<file path="src/dcti_pkg.sv">
// Shared types and constants for the DUART counter/timer and interrupt block.
package dcti_pkg;

  // Timer clocking: counter clock divide, and an extra divide for single-shot mode.
  localparam int unsigned CLOCK_RATIO   = 8;
  localparam int unsigned SHOT_PRESCALE = 16;
  localparam int unsigned SHOT_MULT     = CLOCK_RATIO * SHOT_PRESCALE;

  // Timer storage widths and the lengths they saturate to.
  localparam int unsigned TICKS_W  = 23;
  localparam int unsigned PERIOD_W = 19;
  localparam int unsigned COUNT_W  = 16;
  localparam int unsigned SHOT_LEN_W = COUNT_W + $clog2(SHOT_MULT + 1);
  localparam int unsigned PER_LEN_W  = COUNT_W + $clog2(CLOCK_RATIO + 1);
  localparam logic [TICKS_W-1:0]  TICKS_MAX  = '1;
  localparam logic [PERIOD_W-1:0] PERIOD_MAX = '1;

  // Request kinds.
  typedef enum logic [1:0] {
    ACT_TICK  = 2'd0,
    ACT_READ  = 2'd1,
    ACT_WRITE = 2'd2
  } action_t;

  // Register offsets.
  localparam logic [3:0] REG_ACR    = 4'h4;
  localparam logic [3:0] REG_IMR    = 4'h5;
  localparam logic [3:0] REG_CTUR   = 4'h6;
  localparam logic [3:0] REG_CTLR   = 4'h7;
  localparam logic [3:0] REG_IVR    = 4'hC;
  localparam logic [3:0] REG_IPR    = 4'hE;
  localparam logic [3:0] REG_STOP   = 4'hF;

  // Timer modes in ACR bits 6..4.
  localparam logic [2:0] MODE_SHOT     = 3'd3;
  localparam logic [2:0] MODE_PERIODIC = 3'd6;

  // Read data constants and the timer interrupt bit.
  localparam logic [7:0] RD_IPR     = 8'h01;
  localparam logic [7:0] RD_STOP    = 8'h00;
  localparam logic [7:0] RD_UNUSED  = 8'hFF;
  localparam int unsigned TIMER_BIT = 3;

  // One request as it moves through the block.
  typedef struct packed {
    logic [1:0] action;
    logic [3:0] reg_offset;
    logic [7:0] write_byte;
  } item_t;

  // One response.
  typedef struct packed {
    logic [7:0] read_byte;
    logic       irq_line;
    logic [7:0] irq_vector;
  } result_t;

endpackage

</file>
<file path="src/dcti_if.sv">
// Request and response channel interfaces with valid/ready handshake.
interface dcti_req_if;
  logic       valid;
  logic       ready;
  logic [1:0] action;
  logic [3:0] reg_offset;
  logic [7:0] write_byte;

  modport source (output valid, action, reg_offset, write_byte, input ready);
  modport sink (input valid, action, reg_offset, write_byte, output ready);
endinterface

interface dcti_rsp_if;
  logic       valid;
  logic       ready;
  logic [7:0] read_byte;
  logic       irq_line;
  logic [7:0] irq_vector;

  modport source (output valid, read_byte, irq_line, irq_vector, input ready);
  modport sink (input valid, read_byte, irq_line, irq_vector, output ready);
endinterface

</file>
<file path="src/dcti_core.sv">
// Timer and interrupt state with the single-pass update for one request.
module dcti_core (
  input  logic            clk,
  input  logic            rst,
  input  logic            en,
  input  dcti_pkg::item_t item,
  output dcti_pkg::result_t result
);

  logic [dcti_pkg::COUNT_W-1:0]  count_preset, count_preset_next;
  logic [7:0]                    int_mask, int_mask_next;
  logic [7:0]                    vector_value, vector_value_next;
  logic [7:0]                    int_status, int_status_next;
  logic                          irq_level, irq_level_next;
  logic [7:0]                    presented_vector, presented_vector_next;
  logic [dcti_pkg::TICKS_W-1:0]  ticks_left, ticks_left_next;
  logic [dcti_pkg::PERIOD_W-1:0] reload_period, reload_period_next;
  logic                          timer_armed, timer_armed_next;
  logic                          periodic_mode, periodic_mode_next;

  logic [dcti_pkg::SHOT_LEN_W-1:0] shot_len;
  logic [dcti_pkg::PER_LEN_W-1:0]  per_len;
  logic [dcti_pkg::TICKS_W-1:0]    shot_sat;
  logic [dcti_pkg::PERIOD_W-1:0]   per_sat;
  logic [7:0]                      rd;

  // Timer lengths from the count preset, saturated to the storage widths.
  assign shot_len = dcti_pkg::SHOT_LEN_W'(count_preset)
                  * dcti_pkg::SHOT_LEN_W'(dcti_pkg::SHOT_MULT);
  assign per_len  = dcti_pkg::PER_LEN_W'(count_preset)
                  * dcti_pkg::PER_LEN_W'(dcti_pkg::CLOCK_RATIO);
  assign shot_sat = (shot_len > dcti_pkg::SHOT_LEN_W'(dcti_pkg::TICKS_MAX))
                  ? dcti_pkg::TICKS_MAX : dcti_pkg::TICKS_W'(shot_len);
  assign per_sat  = (per_len > dcti_pkg::PER_LEN_W'(dcti_pkg::PERIOD_MAX))
                  ? dcti_pkg::PERIOD_MAX : dcti_pkg::PERIOD_W'(per_len);

  // Next state and read data for the request in hand.
  always_comb begin
    count_preset_next     = count_preset;
    int_mask_next         = int_mask;
    vector_value_next     = vector_value;
    int_status_next       = int_status;
    irq_level_next        = irq_level;
    presented_vector_next = presented_vector;
    ticks_left_next       = ticks_left;
    reload_period_next    = reload_period;
    timer_armed_next      = timer_armed;
    periodic_mode_next    = periodic_mode;
    rd                    = 8'h00;

    case (dcti_pkg::action_t'(item.action))
      dcti_pkg::ACT_TICK: begin
        if (timer_armed) begin
          if (ticks_left <= dcti_pkg::TICKS_W'(1)) begin
            // The timer fires; only an unmasked fire reaches the CPU.
            if (int_mask[dcti_pkg::TIMER_BIT]) begin
              presented_vector_next = vector_value;
              irq_level_next        = 1'b1;
              int_status_next       = int_status | (8'h01 << dcti_pkg::TIMER_BIT);
            end
            if (periodic_mode) begin
              ticks_left_next = dcti_pkg::TICKS_W'(reload_period);
            end else begin
              ticks_left_next  = '0;
              timer_armed_next = 1'b0;
            end
          end else begin
            ticks_left_next = ticks_left - dcti_pkg::TICKS_W'(1);
          end
        end
      end
      dcti_pkg::ACT_READ: begin
        if (item.reg_offset == dcti_pkg::REG_IMR) begin
          rd              = int_status;
          int_status_next = 8'h00;
        end else if (item.reg_offset == dcti_pkg::REG_IPR) begin
          rd = dcti_pkg::RD_IPR;
        end else if (item.reg_offset == dcti_pkg::REG_STOP) begin
          rd             = dcti_pkg::RD_STOP;
          irq_level_next = 1'b0;
        end else begin
          rd = dcti_pkg::RD_UNUSED;
        end
      end
      dcti_pkg::ACT_WRITE: begin
        case (item.reg_offset)
          dcti_pkg::REG_ACR: begin
            if (item.write_byte[6:4] == dcti_pkg::MODE_SHOT) begin
              periodic_mode_next = 1'b0;
              ticks_left_next    = shot_sat;
              reload_period_next = '0;
              timer_armed_next   = 1'b1;
            end else if (item.write_byte[6:4] == dcti_pkg::MODE_PERIODIC) begin
              periodic_mode_next = 1'b1;
              reload_period_next = per_sat;
              ticks_left_next    = dcti_pkg::TICKS_W'(per_sat);
              timer_armed_next   = 1'b1;
            end
          end
          dcti_pkg::REG_IMR:  int_mask_next = item.write_byte;
          dcti_pkg::REG_CTUR: count_preset_next = {item.write_byte, count_preset[7:0]};
          dcti_pkg::REG_CTLR: count_preset_next = {count_preset[15:8], item.write_byte};
          dcti_pkg::REG_IVR:  vector_value_next = item.write_byte;
          default: ;
        endcase
      end
      default: ;
    endcase
  end

  // Response reflects the state after this request.
  assign result.read_byte  = rd;
  assign result.irq_line   = irq_level_next;
  assign result.irq_vector = presented_vector_next;

  // State registers.
  always_ff @(posedge clk) begin
    if (rst) begin
      count_preset     <= '0;
      int_mask         <= '0;
      vector_value     <= '0;
      int_status       <= '0;
      irq_level        <= 1'b0;
      presented_vector <= '0;
      ticks_left       <= '0;
      reload_period    <= '0;
      timer_armed      <= 1'b0;
      periodic_mode    <= 1'b0;
    end else if (en) begin
      count_preset     <= count_preset_next;
      int_mask         <= int_mask_next;
      vector_value     <= vector_value_next;
      int_status       <= int_status_next;
      irq_level        <= irq_level_next;
      presented_vector <= presented_vector_next;
      ticks_left       <= ticks_left_next;
      reload_period    <= reload_period_next;
      timer_armed      <= timer_armed_next;
      periodic_mode    <= periodic_mode_next;
    end
  end

  // A periodic count never exceeds its reload value.
  a_periodic_bound: assert property (@(posedge clk) disable iff (rst)
    periodic_mode |-> ticks_left <= dcti_pkg::TICKS_W'(reload_period))
    else $error("periodic count above reload period");

  // A single shot goes idle once it fires.
  a_shot_idle: assert property (@(posedge clk) disable iff (rst)
    en && item.action == dcti_pkg::ACT_TICK && timer_armed && !periodic_mode
    && ticks_left <= dcti_pkg::TICKS_W'(1) |=> !timer_armed)
    else $error("single shot still armed after firing");

  // The interrupt line only rises while the timer interrupt is unmasked.
  a_irq_masked: assert property (@(posedge clk) disable iff (rst)
    $rose(irq_level) |-> int_mask[dcti_pkg::TIMER_BIT])
    else $error("interrupt raised while masked");

  // Reading status clears it.
  a_status_clear: assert property (@(posedge clk) disable iff (rst)
    en && item.action == dcti_pkg::ACT_READ && item.reg_offset == dcti_pkg::REG_IMR
    |=> int_status == 8'h00)
    else $error("status not cleared by read");

endmodule

</file>
<file path="src/duart_counter_timer_irq.sv">
// Top level of the DUART counter/timer and interrupt block.
//
// Requests arrive on req: a CPU clock tick, a register read or a register
// write. Each request gives exactly one response on rsp carrying the read
// data, the interrupt line level and the presented vector after that request.
// A request is taken into an input register, processed by combinational
// logic against the timer state, and the response lands in an output
// register. rsp.valid rises when the request moves on from the input
// register, which it does once the output register is free or draining.
// Throughput is one request per cycle while rsp.ready stays high; the state
// update is done in combinational logic between the two registers, which
// allows this, since each request sees the state left by the one before it.
// When rsp.ready is low the response waits in the output register and the
// input register holds one more request; req.ready then drops until the
// response is taken. Nothing is lost or repeated.
// Synchronous reset clears the timer, mask, status, vector and both
// pipeline valid flags; the timer comes out of reset idle, and no request
// is taken while reset is high.
module duart_counter_timer_irq (
  input  logic         clk,
  input  logic         rst,
  dcti_req_if.sink     req,
  dcti_rsp_if.source   rsp
);

  logic              in_valid;
  dcti_pkg::item_t   in_item;
  logic              out_valid;
  dcti_pkg::result_t out_result;
  dcti_pkg::result_t core_result;
  logic              advance;

  // A held request moves on when the output register is free or draining.
  assign advance   = in_valid && (!out_valid || rsp.ready);
  assign req.ready = !rst && (!in_valid || advance);

  // Input register.
  always_ff @(posedge clk) begin
    if (rst) begin
      in_valid <= 1'b0;
    end else if (req.ready) begin
      in_valid <= req.valid;
    end
  end

  always_ff @(posedge clk) begin
    if (req.ready && req.valid) begin
      in_item <= '{action: req.action, reg_offset: req.reg_offset,
                   write_byte: req.write_byte};
    end
  end

  // State update for the held request.
  dcti_core u_core (
    .clk    (clk),
    .rst    (rst),
    .en     (advance),
    .item   (in_item),
    .result (core_result)
  );

  // Output register.
  always_ff @(posedge clk) begin
    if (rst) begin
      out_valid <= 1'b0;
    end else if (advance) begin
      out_valid <= 1'b1;
    end else if (rsp.ready) begin
      out_valid <= 1'b0;
    end
  end

  always_ff @(posedge clk) begin
    if (advance) begin
      out_result <= core_result;
    end
  end

  assign rsp.valid      = out_valid;
  assign rsp.read_byte  = out_result.read_byte;
  assign rsp.irq_line   = out_result.irq_line;
  assign rsp.irq_vector = out_result.irq_vector;

endmodule

</file>
<file path="src/flat_wrapper.sv">
// flat-port wrapper written by rule: the top's interface ports become plain ports
module duart_counter_timer_irq_flat 
  (clk, rst, req_valid, req_action, req_reg_offset, req_write_byte, req_ready, rsp_valid, rsp_read_byte, rsp_irq_line, rsp_irq_vector, rsp_ready);
  dcti_req_if req_i ();
  dcti_rsp_if rsp_i ();
  input  logic clk;
  input  logic rst;
  input wire logic [$bits(req_i.valid)-1:0] req_valid;
  input wire logic [$bits(req_i.action)-1:0] req_action;
  input wire logic [$bits(req_i.reg_offset)-1:0] req_reg_offset;
  input wire logic [$bits(req_i.write_byte)-1:0] req_write_byte;
  output wire logic [$bits(req_i.ready)-1:0] req_ready;
  output wire logic [$bits(rsp_i.valid)-1:0] rsp_valid;
  output wire logic [$bits(rsp_i.read_byte)-1:0] rsp_read_byte;
  output wire logic [$bits(rsp_i.irq_line)-1:0] rsp_irq_line;
  output wire logic [$bits(rsp_i.irq_vector)-1:0] rsp_irq_vector;
  input wire logic [$bits(rsp_i.ready)-1:0] rsp_ready;
  assign req_i.valid = req_valid;
  assign req_i.action = req_action;
  assign req_i.reg_offset = req_reg_offset;
  assign req_i.write_byte = req_write_byte;
  assign req_ready = req_i.ready;
  assign rsp_valid = rsp_i.valid;
  assign rsp_read_byte = rsp_i.read_byte;
  assign rsp_irq_line = rsp_i.irq_line;
  assign rsp_irq_vector = rsp_i.irq_vector;
  assign rsp_i.ready = rsp_ready;
  duart_counter_timer_irq u_core (.clk(clk), .rst(rst), .req(req_i), .rsp(rsp_i));
endmodule
</file>
<file path="config.mk">
export PLATFORM = sky130hd
export DESIGN_NAME = duart_counter_timer_irq_flat
export DESIGN_NICKNAME = d
export VERILOG_FILES = /design/src/dcti_pkg.sv /design/src/dcti_if.sv /design/src/dcti_core.sv /design/src/duart_counter_timer_irq.sv /design/src/flat_wrapper.sv
export SDC_FILE = /design/constraint.sdc
export NUM_CORES = 1
export LEC_CHECK = 0
export BUFFER_PORTS_ARGS = -buffer_cell sky130_fd_sc_hd__buf_2
export CAP_MARGIN = 20
export CELL_PAD_IN_SITES_DETAIL_PLACEMENT = 0
export CELL_PAD_IN_SITES_GLOBAL_PLACEMENT = 2
export CORE_ASPECT_RATIO = 0.6
export CORE_MARGIN = 1
export CORE_UTILIZATION = 37
export CTS_BUF_LIST = sky130_fd_sc_hd__clkbuf_16
export DETAILED_ROUTE_END_ITERATION = 10
export MAX_ROUTING_LAYER = met4
export PLACE_DENSITY = 0.83
export SYNTH_ARGS = -nofsm -noshare
export SYNTH_HDL_FRONTEND = slang
export SYNTH_SLANG_ARGS = --single-unit
</file>
<file path="constraint.sdc">
create_clock -name clk -period 3.7 [get_ports clk]
set_clock_uncertainty 0.15 [all_clocks]
set_input_delay 0.74 -clock clk [delete_from_list [all_inputs] [get_ports clk]]
set_output_delay 0.74 -clock clk [all_outputs]
set_load 0.02 [all_outputs]
</file>
# ---- Word-level counts from Yosys, hierarchy flattened
# Index checks and enable logic that the tools add are counted.
dict set report totals {
  inputBits 18
  ff_bits 122
  out_inout_bits 19
}
dict set report classes {
  mux 41
  eq_ne 17
  reduce_logical 22
  add_sub_neg 1
  magnitude_cmp 3
  n_bitwise 3
}
# op count
set ops {}
lappend ops {{$mux W23} 6}
lappend ops {{$mux W19} 4}
lappend ops {{$mux W8} 8}
lappend ops {{$pmux W23 S2} 1}
lappend ops {{$pmux W16 S2} 1}
lappend ops {{$gt A23 B23 Y1 const B} 1}
lappend ops {{$le A23 B1 Y1 const B} 1}
lappend ops {{$sub A23 B1 Y23 const B} 1}
lappend ops {{$reduce_and A4 Y1} 5}
lappend ops {{$gt A19 B19 Y1 const B} 1}
lappend ops {{$eq A4 B3 Y1 const B} 4}
lappend ops {{$pmux W8 S2} 1}
lappend ops {{$mux W1} 15}
lappend ops {{$eq A4 B4 Y1 const B} 3}
lappend ops {{$mux W4} 3}
lappend ops {{$ne A2 B2 Y1 const B} 5}
lappend ops {{$reduce_bool A2 Y1} 4}
lappend ops {{$reduce_and A3 Y1} 2}
lappend ops {{$reduce_and A6 Y1} 1}
lappend ops {{$reduce_and A5 Y1} 1}
lappend ops {{$pmux W1 S2} 2}
lappend ops {{$eq A3 B2 Y1 const B} 1}
lappend ops {{$eq A3 B3 Y1 const B} 1}
lappend ops {{$logic_and A1 B1 Y1} 3}
lappend ops {{7 further kinds} 12}

# ---- Longest topological paths before layout
dict set report depth {
  depth_word 6
  depth_mapped 10
  mapped_depth_nobuf 8
}

# ---- Modules after synthesis
# Synthesis repeated with hierarchy kept, for this count alone.
dict set report hier_totals {
  cells_unflattened 548
  area_unflattened_um2 5024.8
}
# module cells_per_inst seq_area_each_um2 n_inst area_per_inst_um2
set by_module_without_submodules {}
lappend by_module_without_submodules {dcti_core 506 1521.5 1 4000.1}
lappend by_module_without_submodules {duart_counter_timer_irq 42 970.9 1 1024.7}

# ---- Worst setup path before layout
# No wires, ideal clock.
dict set report synth_timing {
  path_kind {reg2reg}
  from {register u_core.u_core.ticks_left[0] in the netlist's numbering}
  to {register u_core.u_core.ticks_left[16] in the netlist's numbering}
  n_path_buf 1
  synth_period_minus_slack_ns 2.668
  setup_time_ns 0.130
  slack_ns 1.032
  stages_incl_launch_ff 10
  t_arrival_ns 2.388
  required_time_ns 3.420
  cell_sequence {dfxtp_1 -> inv_1 -> ha_1 -> or4b_1 -> buf_2 -> or3_4 -> o31a_1 -> or3_1 -> a311oi_1 -> nor3_1}
}
dict set report synth_between {
  elab_chain_len 4
  elab_cells_between_ends 5
  cone_classes {1 x add/sub; 1 x order compare; 3 x mux}
}
# item line
set synth_rtl {}
lappend synth_rtl {{start: declaration} dcti_core.sv:16} ;# logic [dcti_pkg::TICKS_W-1:0] ticks_left, ticks_left_next;
lappend synth_rtl {{start signal: assignment} dcti_core.sv:136} ;# ticks_left <= ticks_left_next;
lappend synth_rtl {{$sub A23 B1 Y23 or $le A23 B1 Y1 (tied branches)} {dcti_core.sv:68, dcti_core.sv:54}}
lappend synth_rtl {{$mux W23 (*)} dcti_core.sv:54} ;# if (ticks_left <= dcti_pkg::TICKS_W'(1)) begin
lappend synth_rtl {{$mux W23 (*)} dcti_core.sv:53} ;# if (timer_armed) begin
lappend synth_rtl {{$pmux W23 S2 (*)} dcti_core.sv:51} ;# case (dcti_pkg::action_t'(item.action))
# Mark *: on every way between the ends. The rest lies on a longest branch, timed or not. The select of a mux whose other input is x is not followed.
# A chain may end at the register's enable or synchronous reset.

# ---- Final worst setup path
dict set report layout_timing {
  from {register u_core.u_core.ticks_left[11] in the netlist's numbering}
  to {register u_core.u_core.presented_vector[0]}
}
dict set report layout_between {
  elab_chain_len 4
}
# item line
set layout_rtl {}
lappend layout_rtl {{$le A23 B1 Y1} dcti_core.sv:54}
lappend layout_rtl {{$mux W8} dcti_core.sv:54}
lappend layout_rtl {{$mux W8} dcti_core.sv:53}
lappend layout_rtl {{$mux W8} dcti_core.sv:51}
lappend layout_rtl {{end signal: assignment} dcti_core.sv:135} ;# presented_vector <= presented_vector_next;
lappend layout_rtl {{end: declaration} dcti_core.sv:15} ;# logic [7:0] presented_vector, presented_vector_next;
# Every way passes these cells.

==> impl_metrics.toml <==
[run_status]
status = "finished, final reports clean"

[clock_network]
clockBufferDepth = 2
clkLatencyLatePin_ns = 0.35
clk_pin_slew_ns = 0.07
h-tree-depth = 3
cts_tree = "built"
cts.sinks = 104
cts-resized-gates = 0
post-cts-setup-buffers = 0
cts_root_buf = "clkbuf_16"
cts_hold_buf = 0
cts_buffers = 9

[setup_path]
worstPathRequired_ns = 3.74
critPathLaunchType = "flop"
ff2ff_path_depth = 6
timing.rr.end = "u_core.u_core.presented_vector[0]$_SDFFE_PP0P_"
arrival_ns = 3.00
crit_chain = "or4_1 > nor4_2 > and2_2 > nand3_2 > nand2_1 > a21oi_1"
path_max_fanout = 31
r2r_setup_slack_ns = 0.75
cp_slowest_cell = "or4_1"
crit_path_end_kind = "flop"
slowest_delay_ns = 0.68
rr_startpoint = "u_core.u_core.ticks_left[11]$_SDFFE_PP0P_"
crit_type = "flop to flop"

[floorplanning]
core_area_um2 = 13000
die_w_um = 152
start_util = 0.383
dieArea_um2 = 13900
pin_count = 37
die_height_um = 91.8
num_rows = 32

[grt]
grt_usage = 0.206
globalRouteOverflowTotal = 0
grt_pass1_wl_mm = 21.1
grt_pass1_vias = 3860
antenna_found_initial = 0
grt_max_degree = 79

[worst_hold_path]
hold_path_depth = 2
min_to = "u_core.u_core.reload_period[6]$_SDFFE_PP0P_"
hold_start = "u_core.u_core.reload_period[6]$_SDFFE_PP0P_"
hold_class = "flop to flop"

[drt]
avgViaCountPerCell = 5.46
drc_errors = 0
dr.pass1.iters = 5
num_vias = 4149
wirelength_mm = 13.1
post_drt_wl_per_cell_um = 17.3
drt_first_iter_violations = 366
drtAntennaViolNets = 0

[placement]
dpl.cell_count = 744
hpwlAfterDp_mm = 9.12
numPortBuffers = 36
place_ws_ns = 0.762
gp_congestion = 0.822

[flow_run]
maxCapViolCount = 0

[yosys]
syn_avg_cell_area_um2 = 8.64
synth_edf_count = 26
ys.flop_type = "dfxtp_1"
yosysWarnings = 0
ys_types = 60
muxShareOfSynthArea = 0.0544
ys_ff_latch = 104
synth_area_um2 = 4970
synthesis.nets = 595
synth-compound-area-share = 0.154
synthAdderAreaFrac = 0.00504
synth_xor_area_frac = 0.0123
synth_top_family_by_area = "simple AND/OR/NAND/NOR gates"
syn_inst = 575
synthSimpleGateAreaFrac = 0.248
ys_seq_area_frac = 0.471
async_flop_share = 0

[cells_and_area]
register_area_um2 = 2340
finalNonFillerCells = 760
fill_cells = 1317
multiInputGateArea_um2 = 2360
drive_above_1_share = 0.139
diodes = 0
nets = 605
layout-area-overhead-vs-synth_pct = 10.2

[power]
ir_drop_mv = 0.205
power_mw = 2.26
clkPwrFrac = 0.428
swShare = 0.234
power.density_nw_per_um2 = 413
seq_power_share = 0.527
intPower_mw = 1.73
switching_power_uw = 531
p_leak_nw = 2.08
p_comb_frac = 0.045

[timing]
tightest_slew_ns = 0.856
setup_viol = 0
fin_crit_ns = 2.95
setup_slack_ns = 0.748
rsz0062_at_grt = "false"
min_period_over_period = 0.798
fmax_mhz = 339
slew_violations = 0
maxSlewHeadroom = 0.430
hold_violations = 0
fin_setup_tns_ns = 0
how the worst max path moves through the flow:
stage	start	to
detailed placement	u_core.u_core.ticks_left[0]$_SDFFE_PP0P_	u_core.u_core.ticks_left[16]$_SDFFE_PP0P_
global route	u_core.u_core.ticks_left[11]$_SDFFE_PP0P_	u_core.u_core.ticks_left[7]$_SDFFE_PP0P_
CTS	u_core.u_core.ticks_left[11]$_SDFFE_PP0P_	u_core.u_core.presented_vector[0]$_SDFFE_PP0P_
finish	u_core.u_core.ticks_left[11]$_SDFFE_PP0P_	u_core.u_core.presented_vector[0]$_SDFFE_PP0P_
global placement	u_core.u_core.ticks_left[0]$_SDFFE_PP0P_	u_core.u_core.ticks_left[16]$_SDFFE_PP0P_
floorplan	u_core.u_core.ticks_left[0]$_SDFFE_PP0P_	u_core.u_core.ticks_left[16]$_SDFFE_PP0P_
cells in the final DEF, fill, tap and decap left out, types with 3 or more instances in the layout:
cell / netlist / layout
inv_1: 4 / 4
mux2i_1: 18 / 18
or2_2: 3 / 3
xor2_1: 4 / 4
nor3_1: 15 / 14
clkbuf_16: 0 / 9
or4_1: 3 / 3
nand3_1: 36 / 36
a31oi_1: 8 / 8
edfxtp_1: 26 / 26
buf_4: 5 / 10
nand2_1: 88 / 88
nor4_1: 9 / 9
o21ai_0: 23 / 23
xnor2_1: 3 / 3
nand2b_1: 3 / 3
o21bai_1: 3 / 3
o31ai_1: 7 / 7
a21oi_1: 65 / 65
dfxtp_1: 78 / 78
nor2_1: 55 / 55
buf_2: 4 / 36
and3_1: 13 / 13
or3_1: 8 / 8
mux2_2: 8 / 8
nor2b_1: 7 / 7
area by class of cell:
cell class | count | share of cell area
Multi-Input combinational cell | 420 | 0.430
Timing Repair Buffer | 46 | 0.0466
Tap cell | 170 | 0.0388
Inverter | 4 | 0.00274
Clock inverter | 7 | 0.0128
Clock buffer | 9 | 0.0411
Sequential cell | 104 | 0.428
critical path, delay by kind of cell, from the launching register on:
kind | cells | cell delay (ns)
flops | 1 | 0.36
simple gates | 5 | 2.22
compound gates | 1 | 0.07
per-layer routing:
| layer | GRT usage | vias to the layer above | routed length, µm | part of all wire |
|---|---|---|---|---|
| met5 | - | - | 0 | 0 |
| met2 | 0.267 | 94 | 5140 | 0.39 |
| met4 | 0.0553 | 0 | 153 | 0.012 |
| li1 | - | 2057 | - | - |
| met1 | 0.317 | 1986 | 7280 | 0.55 |
| met3 | 0.0393 | 12 | 555 | 0.042 |
power groups by stage:
stage | Clock [mW] | Combinational, mW | Sequential [mW]
floorplan | 0 | 0.0698 | 1.22
global placement | 0 | 0.100 | 1.22
detailed placement | 0 | 0.101 | 1.22
CTS | 0.984 | 0.101 | 1.19
global route | 1.03 | 0.111 | 1.20
finish | 0.970 | 0.101 | 1.19
cells in the mapped netlist, drive strengths merged, types with 2 or more instances:
| library cell | instances | area, µm² |
|---|---|---|
| nand2 | 88 | 330 |
| dfxtp | 78 | 1560 |
| a21oi | 65 | 325 |
| nor2 | 56 | 213 |
| nand3 | 38 | 200 |
| clkbuf | 32 | 141 |
| edfxtp | 26 | 781 |
| o21ai | 23 | 115 |
| mux2i | 18 | 180 |
| buf | 15 | 118 |
| nor3 | 15 | 75.1 |
| and3 | 13 | 81.3 |
| nor4 | 11 | 81.3 |
| or3 | 9 | 61.3 |
| a31oi | 8 | 50.1 |
| mux2 | 8 | 90.1 |
| nor2b | 7 | 43.8 |
| o31ai | 7 | 52.6 |
| inv | 4 | 15.0 |
| or2 | 4 | 25.0 |
| or4 | 4 | 31.3 |
| xor2 | 4 | 35.0 |
| nand2b | 3 | 18.8 |
| o21bai | 3 | 22.5 |
| xnor2 | 3 | 26.3 |
| a211oi | 2 | 15.0 |
| a21o | 2 | 15.0 |
| a22oi | 2 | 15.0 |
| a311oi | 2 | 17.5 |
| a41o | 2 | 20.0 |
| a41oi | 2 | 17.5 |
| and2 | 2 | 13.8 |
| ha | 2 | 25.0 |
| nor4b | 2 | 23.8 |
| o311ai | 2 | 17.5 |
| o31a | 2 | 17.5 |
logic make-up (layout without fill, tap and decap cells):
group / after synthesis / count (layout)
and+or+nand+nor: 256 / 256
xor gates and xnor gates: 7 / 7
buffers and inverters: 51 / 66
DFF: 104 / 104
adders and majority gates: 2 / 2
muxes: 26 / 26
AOI/OAI and AO/OA: 129 / 129
per-stage QoR:
stage               area (µm²)   util  hold WS, ns
global route              5480  0.422        0.324
finish                    5480  0.422        0.303
CTS                       5480  0.422        0.308
floorplan                 4970      -        0.278
global placement          5180  0.399        0.291
detailed placement        5180  0.399        0.296
state kept, by name (all words and copies together) (netlist names):
signal and cells:
u_core.u_core.int_mask 1, u_core.u_core.presented_vector 8, u_core.u_core.irq_level 1, u_core.u_core.timer_armed 1, u_core.u_core.ticks_left 23, u_core.u_core.periodic_mode 1, u_core.rsp.valid 1, u_core.u_core.count_preset 16
u_core.rsp.irq_line 1, u_core.rsp.read_byte 3, u_core.u_core.reload_period 16, u_core.in_item 14, u_core.u_core.int_status 1, u_core.u_core.vector_value 8, u_core.rsp.irq_vector 8, u_core.in_valid 1
(Power assumes the default switching activity.)
